**src/design/bfa_pkg.sv**
```systemverilog
// Shared constants, types and helpers for the bitmap frame allocator.
package bfa_pkg;

   localparam int BITMAP_WORDS = 1024;
   localparam int WORD_BITS    = 32;
   localparam int ADDR_W       = $clog2(BITMAP_WORDS);
   localparam int BIT_W        = $clog2(WORD_BITS);

   localparam int CMD_W        = 2;
   localparam int FRAME_W      = 15;
   localparam int COUNT_W      = 16;
   localparam int STATUS_W     = 2;
   localparam int PTR_W        = 16;
   localparam int WIU_W        = 11;
   localparam int WIDX_W       = PTR_W - BIT_W;
   localparam int RUN_W        = COUNT_W + 1;

   localparam int CSR_ADDR_W   = 3;
   localparam int CSR_DATA_W   = 32;

   localparam logic [WIU_W-1:0] WIU_RESET = WIU_W'(1024);

   typedef enum logic [CMD_W-1:0] {
      CMD_ALLOC   = 2'd0,
      CMD_FREE    = 2'd1,
      CMD_RESERVE = 2'd2,
      CMD_UNUSED  = 2'd3
   } cmd_type;

   typedef enum logic [STATUS_W-1:0] {
      STATUS_OK     = 2'd0,
      STATUS_NO_MEM = 2'd1,
      STATUS_BAD    = 2'd2
   } status_type;

   typedef enum logic [CSR_ADDR_W-3:0] {
      REG_WORDS_IN_USE = 1'b0
   } reg_index_type;

   // n bits set starting at bit lo; n is 1..WORD_BITS and lo+n <= WORD_BITS
   function automatic logic [WORD_BITS-1:0] run_mask(input logic [BIT_W-1:0] lo,
                                                      input logic [BIT_W:0]   n);
      logic [WORD_BITS-1:0] ones;
      logic [BIT_W:0]       sh;
      ones = '1;
      sh   = (BIT_W+1)'(WORD_BITS) - n;
      return (ones >> sh) << lo;
   endfunction

endpackage

```
**src/design/bfa_csr.sv**
```systemverilog
// Configuration register block: words_in_use and its clamped form.
module bfa_csr (
   input  logic                            clock,
   input  logic                            reset,
   input  logic                            csr_psel,
   input  logic                            csr_penable,
   input  logic                            csr_pwrite,
   input  logic [bfa_pkg::CSR_ADDR_W-1:0]  csr_paddr,
   input  logic [bfa_pkg::CSR_DATA_W-1:0]  csr_pwdata,
   output logic [bfa_pkg::CSR_DATA_W-1:0]  csr_prdata,
   output logic                            csr_pready,
   output logic [bfa_pkg::WIU_W-1:0]       words_active
);

   logic [bfa_pkg::WIU_W-1:0] wiu_ff;
   logic [bfa_pkg::WIU_W-1:0] wiu_in;
   logic                      sel_wiu;

   assign csr_pready = 1'b1;
   assign sel_wiu    = csr_paddr[bfa_pkg::CSR_ADDR_W-1:2] == bfa_pkg::REG_WORDS_IN_USE;

   always_comb begin
      wiu_in = wiu_ff;
      if (csr_psel && csr_penable && csr_pwrite && csr_pready && sel_wiu) begin
         wiu_in = csr_pwdata[bfa_pkg::WIU_W-1:0];
      end
   end

   always_ff @(posedge clock) begin
      if (reset) begin
         wiu_ff <= bfa_pkg::WIU_RESET;
      end else begin
         wiu_ff <= wiu_in;
      end
   end

   assign csr_prdata   = sel_wiu ? bfa_pkg::CSR_DATA_W'(wiu_ff) : '0;
   assign words_active = (32'(wiu_ff) > bfa_pkg::BITMAP_WORDS)
                         ? bfa_pkg::WIU_W'(bfa_pkg::BITMAP_WORDS) : wiu_ff;

endmodule

```
**config.mk**
```make
export PLATFORM = sky130hd
export DESIGN_NAME = bfa_csr
export DESIGN_NICKNAME = d
export VERILOG_FILES = /design/src/design/bfa_pkg.sv /design/src/design/bfa_csr.sv
export SDC_FILE = /design/constraint.sdc
export NUM_CORES = 1
export LEC_CHECK = 0
export BUFFER_PORTS_ARGS = -buffer_cell sky130_fd_sc_hd__buf_2
export CORE_MARGIN = 2
export CORE_UTILIZATION = 37
export DETAILED_ROUTE_END_ITERATION = 16
export PLACE_DENSITY = 0.82
export SYNTH_ARGS = -nofsm -noshare
export SYNTH_HDL_FRONTEND = slang
export SYNTH_SLANG_ARGS = --single-unit
```
**constraint.sdc**
```tcl
create_clock -name clock -period 2.5 [get_ports clock]
set_input_delay 0.625 -clock clock [delete_from_list [all_inputs] [get_ports clock]]
set_output_delay 0.625 -clock clock [all_outputs]
set_load 0.03 [all_outputs]
```
==> flow_summary.yaml, run 1 <==
yosys:
  synth_area_leaders: "dfxtp_1 27%, buf_4 20%, nand2b_1 15%, nor2b_1 15%, mux2i_1 13%"
  synthCells: 96
  synth_common_cells: "22 x buf_4, 20 x nand2b_1, 20 x nor2b_1"
  synth.most_common_cell: "buf_4"
  synth_seq_area_share: 0.267
  synth_cell_types: 12
  synth-edff-count: 0
  synthArstFlopShare: 0
  syn_avg_cell_area_sq_um: 8.58
  synth_largest_area_cell: "dfxtp_1"
  synth-seq-cells: 11
  yosys_warnings: 0
  synth_ff_type: "dfxtp_1"
  netlist_area_sq_um: 823
  yosysTopAreaCellShare: 0.267
power_and_ir_drop:
  power_uw: 396
  power.leakage_uw: 0.000459
  cellPowerDensity_nw_per_um2: 420
  peakVddDrop_mv: 0.223
cts:
  post_cts_resized: 0
  hold_buffers: 0
  cts_tree: "yes"
  clkLatencyLatePin_ps: 260
  clock-sinks: 11
  cts-buffers-inserted: 3
  clkTransAtPathRegs_ps: 80
  cts_setup_buffers: 0
  clock_tree.root_cell: "clkbuf_4"
  htree_levels: 1
  clk_path_buf_depth: 2
timing:
  report.final.setup_viol: 0
  post-route-period-util: 0.741
  hold_viol: 0
  clock.fmax_ghz: 0.540
  fin_skew_ps: 0
  fin_setup_tns_ps: 0
  slew_viol_final: 0
  worst_slack_ps: 646
  rsz0062_at_grt: "false"
  min_period_ps: 1850
setup_path:
  cp_slowest_cell: "dfxtp_1"
  path_max_fanout: 13
  end_kind: "primary output"
  worstPathArrival_ps: 1230
  max_stage_delay_ps: 610
  cp-start-kind: "flop"
  worstPathRequired_ps: 1880
  cp_cell_sequence: "and2b_1 > buf_2"
  path_class: "reg -> out"
  reg2reg_slack_ps: 1610
floorplanning:
  die_x_um: 51.2
  io_pins: 84
  core_area_sq_um: 2150
  start_util: 0.383
  rows: 17
  die_y_um: 51.2
  dieArea_sq_um: 2620
global_route:
  grt_pass1_vias: 506
  groute.usage.overall: 0.112
  grt_pass1_wl_mm: 2.20
  grt_max_degree: 23
  antenna_found_initial: 0
  grt_overflow: 0
layout:
  largest-register: "wiu_ff"
  drive_gt1_frac: 0.323
  utilization: 0.439
  largest_reg_flops: 11
  postLayoutCellArea_sq_um: 943
  area.growth.synth_to_final_pct: 14.6
  antenna_cells: 0
  layout.nets: 171
  largestRegisters: "wiu_ff x11"
job:
  maxCapViolations: 0
route:
  vias_per_cell: 3.99
  ant_nets: 0
  wl_per_cell_um: 9.53
  drc_errors: 0
  first_pass_iters: 1
  vias: 630
  wirelength_mm: 1.51
  dr.first_iter.drc_count: 0
placed_design:
  io_buffers: 38
  place_area_sq_um: 917
  place.gp.congestion: 0.600
  hpwl_mm: 1.15
  place_ws_ps: 630
outcome:
  status: "finished, final reports clean"
worst_hold_path:
  hold_path.class: "reg -> reg"
[cell usage in the layout, fill, tap and decap left out, types with 2 or more instances in the layout]
cell type   n
conb_1     22
nor2_1      2
dfxtp_1    11
clkbuf_4    3
nor2b_1    20
mux2i_1    11
nand2b_1   20
buf_2      38
[layer usage]
metal  part of all wire  routed length (um)  GRT usage  vias to the layer above
li1                   -                   -          -                      318
met1               0.45                 675      0.143                      277
met2               0.46                 697      0.190                       35
met3              0.087                 131     0.0263                        0
met4                  0                   0     0.0270                        0
met5                  0                   0          0                        -
[worst paths after layout]
| path | start | endpoint | depth (start not counted) |
|---|---|---|---|
| worst max-delay path | wiu_ff[10]$_SDFFE_PP1P_ | csr_prdata[10] | 2 |
| worst min-delay path | wiu_ff[9]$_SDFFE_PP0P_ | wiu_ff[9]$_SDFFE_PP0P_ | 2 |
| worst max register to register | wiu_ff[10]$_SDFFE_PP1P_ | wiu_ff[10]$_SDFFE_PP1P_ | 2 |
| worst min register to register | wiu_ff[9]$_SDFFE_PP0P_ | wiu_ff[9]$_SDFFE_PP0P_ | 2 |
[through the flow]
step	hold slack, ps	std cells
detailed placement	473	154
global route	517	158
floorplan	453	116
CTS	486	158
global placement	463	154
finish	480	158
[where the power goes]
part	switching, uW	leakage (uW)	total [uW]	internal (uW)
clock network	59.9	0.0000150	121	61.6
logic	67.4	0.000355	92.1	24.6
registers	3.39	0.0000891	182	179
total	131	0.000459	396	265
[cell type report]
class | instances | area, sq um
clock buffer | 4 | 26.3
fill | 225 | 1200
multi-input combinational | 77 | 472
sequential | 11 | 220
tap | 28 | 35.0
timing repair buffer | 38 | 190
[worst max-delay path: cells and delay by family, from the launching register on]
family | cells | cell delay (ps)
buffers and inverters | 1 | 190
DFF | 1 | 610
and+or+nand+nor | 1 | 180
[logic make-up after synthesis]
| group | count (synthesis) | synth area share |
|---|---|---|
| flops | 11 | 0.267 |
| simple gates | 44 | 0.339 |
| other cells | 2 | 0.00912 |
| buf+inv | 28 | 0.251 |
| mux | 11 | 0.134 |
Power figures use the tool's default switching activity.
==> run 2: changes to the inputs <==
--- a/config.mk
+++ b/config.mk
@@ -7,9 +7,9 @@
 export LEC_CHECK = 0
 export BUFFER_PORTS_ARGS = -buffer_cell sky130_fd_sc_hd__buf_2
 export CORE_MARGIN = 2
-export CORE_UTILIZATION = 37
+export CORE_UTILIZATION = 35
 export DETAILED_ROUTE_END_ITERATION = 16
-export PLACE_DENSITY = 0.82
+export PLACE_DENSITY = 0.79
 export SYNTH_ARGS = -nofsm -noshare
 export SYNTH_HDL_FRONTEND = slang
 export SYNTH_SLANG_ARGS = --single-unit
==> constraint.sdc (replaced) <==
create_clock -name clock -period 1.73 [get_ports clock]
set_input_delay 0.4325 -clock clock [delete_from_list [all_inputs] [get_ports clock]]
set_output_delay 0.4325 -clock clock [all_outputs]
set_load 0.03 [all_outputs]
==> run 2 against run 1 <==
Compared with the run above: clock skew stayed put; clock-buffer cell count is the same; via count stayed put; sequential share of layout area down 0.18 points; sequential power is 45% higher; combinational power rose by 45%; highest routed layer unchanged.
==> flow_summary.yaml, run 2 (same netlist as run 1, synthesis figures left out) <==
route:
  wl_per_cell_um: 9.18
  vias: 630
  first_pass_iters: 3
  vias_per_cell: 3.96
  wirelength_mm: 1.46
  drc_errors: 0
  ant_nets: 0
  dr.first_iter.drc_count: 3
timing:
  fin_setup_tns_ps: 0
  fin_skew_ps: 0
  rsz0062_at_grt: "false"
  hold_viol: 0
  post-route-period-util: 0.903
  clock.fmax_ghz: 0.640
  slew_viol_final: 0
  report.final.setup_viol: 0
  min_period_ps: 1560
  whs_ps: 421
global_route:
  grt_pass1_vias: 523
  groute.usage.overall: 0.111
  antenna_found_initial: 0
  grt_overflow: 0
  grt_pass1_wl_mm: 2.17
  grt_max_degree: 23
setup_path:
  worstPathArrival_ps: 1130
  end_kind: "primary output"
  path_delay_family: "buffers and inverters"
  cp-start-kind: "flop"
  max_stage_delay_ps: 370
  worstPathRequired_ps: 1300
  reg2reg_slack_ps: 860
  path_max_fanout: 8
  crit_buf_inv: 2
  path_class: "reg -> out"
  cp_slowest_cell: "dfxtp_1"
  cp_cell_sequence: "buf_4 > nor2b_1 > buf_2"
layout:
  final_cell_mix: "38 x buf_2, 22 x conb_1, 20 x nor2b_1, 20 x nand2b_1"
  area.growth.synth_to_final_pct: 15.5
  final_common_cell: "buf_2"
  nFillCells: 234
  utilization: 0.430
  layout.nets: 172
  largestRegisters: "wiu_ff x11"
  fin_cells: 159
  antenna_cells: 0
  largest-register: "wiu_ff"
  largest_reg_flops: 11
  drive_gt1_frac: 0.328
floorplanning:
  start_util: 0.372
  rows: 17
  dieArea_sq_um: 2760
  io_pins: 84
  core_area_sq_um: 2210
  die_y_um: 52.5
  die_x_um: 52.5
cts:
  cts_setup_buffers: 0
  clkTransAtPathRegs_ps: 60
  post_cts_resized: 0
  clock-sinks: 11
  hold_buffers: 0
  htree_levels: 1
  clkLatencyLatePin_ps: 260
  cts-buffers-inserted: 3
  clock_tree.root_cell: "clkbuf_4"
  cts_tree: "yes"
  clk_path_buf_depth: 2
power_and_ir_drop:
  clkPwrFrac: 0.296
  power.leakage_uw: 0.000464
  combPwrFrac: 0.238
  peakVddDrop_mv: 0.370
  cellPowerDensity_nw_per_um2: 593
  swShare: 0.319
  p_seq_frac: 0.466
  p_int_uw: 384
  p_sw_uw: 180
placed_design:
  io_buffers: 38
  hpwl_mm: 1.18
  dp_cells: 155
  place.gp.congestion: 0.669
job:
  maxCapViolations: 0
outcome:
  status: "finished, final reports clean"
worst_hold_path:
  hold_path.class: "in -> reg"
==> run 2: final timing paths <==
kind	startpoint	endpoint	cells past startpoint
hold / removal	csr_pwdata[0]	wiu_ff[0]$_SDFFE_PP0P_	3
setup reg to reg	wiu_ff[10]$_SDFFE_PP1P_	wiu_ff[10]$_SDFFE_PP1P_	3
hold reg to reg	wiu_ff[3]$_SDFFE_PP0P_	wiu_ff[3]$_SDFFE_PP0P_	2
setup / recovery	wiu_ff[10]$_SDFFE_PP1P_	words_active[1]	3
==> run 2: metal layers <==
metal | global-route usage | routed length (um)
met5 | 0 | 0
met4 | 0.0256 | 0
met3 | 0.0629 | 181
met2 | 0.204 | 743
met1 | 0.104 | 533
==> run 2: per-stage QoR <==
step           total power (uW)  cell area [sq um]  setup slack, ps
2_1_floorplan               417                898              266
3_3_place_gp                401                925              281
3_5_place_dp                403                925              266
4_1_cts                     576                951              127
5_1_grt                     600                951             55.6
6_report                    564                951              168
==> run 2: cell type report <==
type,instances,area [sq um],area share
Multi-Input combinational cell,77,472,0.496
Sequential cell,11,220,0.232
Timing Repair Buffer,39,198,0.208
Tap cell,28,35.0,0.0368
Clock buffer,4,26.3,0.0276
==> run 2: power groups by stage <==
stage / Sequential [uW] / Combinational (uW) / Clock [uW]
detailed placement: 269 / 135 / 0
global placement: 268 / 133 / 0
floorplan: 267 / 149 / 0
global route: 264 / 145 / 192
CTS: 263 / 135 / 179
finish: 263 / 134 / 167
==> run 2: worst min-delay path, cell delays in order <==
cell	delay [ps]
buf_2	90
nand2b_1	50
mux2i_1	60
==> run 3: changes to the inputs <==
==> constraint.sdc (replaced) <==
create_clock -name clock -period 1.73 [get_ports clock]
set_input_delay 0.173 -clock clock [delete_from_list [all_inputs] [get_ports clock]]
set_output_delay 0.173 -clock clock [all_outputs]
set_load 0.03 [all_outputs]
==> run 3 against run 2 <==
Compared with the run above: wire length grew 4.9%; utilization decreased by 0.34 points; maximum frequency is 13% higher; largest power group unchanged.
==> flow_summary.yaml, run 3 (same netlist as run 1, synthesis figures left out) <==
outcome:
  status: "finished, final reports clean"
global_route:
  groute.usage.overall: 0.112
  grt_overflow: 0
  grt_pass1_vias: 542
  grt_max_degree: 23
  grt_pass1_wl_mm: 2.24
  antenna_found_initial: 0
layout:
  antenna_cells: 0
  largest-register: "wiu_ff"
  drive_gt1_frac: 0.323
  postLayoutCellArea_sq_um: 943
  fin_cells: 158
  final_cell_mix: "38 x buf_2, 22 x conb_1, 20 x nor2b_1, 20 x nand2b_1"
  largestRegisters: "wiu_ff x11"
  layout.nets: 171
  area.growth.synth_to_final_pct: 14.6
  largest_reg_flops: 11
  final_common_cell: "buf_2"
  utilization: 0.426
cts:
  hold_buffers: 0
  cts-buffers-inserted: 3
  cts_tree: "yes"
  cts_setup_buffers: 0
  htree_levels: 1
  clkTransAtPathRegs_ps: 70
  post_cts_resized: 0
  clk_path_buf_depth: 2
  clock_tree.root_cell: "clkbuf_4"
  clock-sinks: 11
  clkLatencyLatePin_ps: 260
floorplanning:
  die_x_um: 52.5
  start_util: 0.372
  core_area_sq_um: 2210
  die_y_um: 52.5
  dieArea_sq_um: 2760
  io_pins: 84
  rows: 17
setup_path:
  r2r-start: "wiu_ff[10]$_SDFFE_PP1P_"
  worstPathRequired_ps: 1560
  critPathLaunch: "wiu_ff[10]$_SDFFE_PP1P_"
  cp-start-kind: "flop"
  worstPathArrival_ps: 1210
  path_max_fanout: 13
  worstReg2RegEnd: "wiu_ff[10]$_SDFFE_PP1P_"
  reg2reg_slack_ps: 850
  end_kind: "primary output"
  crit_path_end: "csr_prdata[10]"
  r2r_cells: 2
  path_class: "reg -> out"
timing:
  slew_viol_final: 0
  hold_viol: 0
  report.final.setup_viol: 0
  clock.fmax_ghz: 0.725
  fin_setup_tns_ps: 0
  fin_skew_ps: 0
  post-route-period-util: 0.797
  min_period_ps: 1380
  rsz0062_at_grt: "false"
placed_design:
  place_area_sq_um: 917
  place.gp.congestion: 0.666
  dp_cells: 154
  hpwl_mm: 1.22
  io_buffers: 38
route:
  wirelength_mm: 1.53
  ant_nets: 0
  vias: 622
  wl_per_cell_um: 9.68
  drc_errors: 0
  dr.first_iter.drc_count: 3
  vias_per_cell: 3.94
  first_pass_iters: 2
worst_hold_path:
  hold_path.class: "in -> reg"
job:
  maxCapViolations: 0
power_and_ir_drop:
  peakVddDrop_mv: 0.528
  power.leakage_uw: 0.000459
  cellPowerDensity_nw_per_um2: 597
run 3: worst max-delay path: stages, from the launching register on:
cell and delay (ps):
dfxtp_1 590, and2b_1 180, buf_2 180
run 3: cell type report:
| cell class | count | area [sq um] |
|---|---|---|
| fill | 230 | 1270 |
| multi-input combinational | 77 | 472 |
| sequential | 11 | 220 |
| timing repair buffer | 38 | 190 |
| tap | 28 | 35.0 |
| clock buffer | 4 | 26.3 |
run 3: through the flow:
stage | setup WS, ps | hold slack [ps] | power (uW)
global route | 237 | 175 | 598
detailed placement | 559 | 444 | 403
finish | 351 | 167 | 563
floorplan | 641 | 328 | 417
CTS | 311 | 157 | 574
global placement | 601 | 432 | 400
run 3: power breakdown:
group	switching, uW	internal (uW)	total [uW]
sequential	4.90	259	264
combinational	97.7	35.6	133
clock	77.6	88.9	167
run 3: worst min-delay path by stage:
stage	from	endpoint	slack, ps	depth (start not counted)
final	csr_pwdata[0]	wiu_ff[0]$_SDFFE_PP0P_	170	3
after global routing	csr_pwdata[0]	wiu_ff[0]$_SDFFE_PP0P_	180	3
after CTS	csr_pwdata[0]	wiu_ff[0]$_SDFFE_PP0P_	160	3
after detailed placement	csr_pwdata[0]	wiu_ff[0]$_SDFFE_PP0P_	440	3
after global placement	csr_pwdata[10]	wiu_ff[10]$_SDFFE_PP1P_	430	3
after floorplan	csr_pwdata[5]	wiu_ff[5]$_SDFFE_PP0P_	330	2
run 3: per-layer routing:
metal,global-route usage,up-vias,routed length [um]
li1,-,320,-
met1,0.120,270,609
met2,0.208,32,777
met3,0.0571,0,142
met4,0,0,0
met5,0,-,0
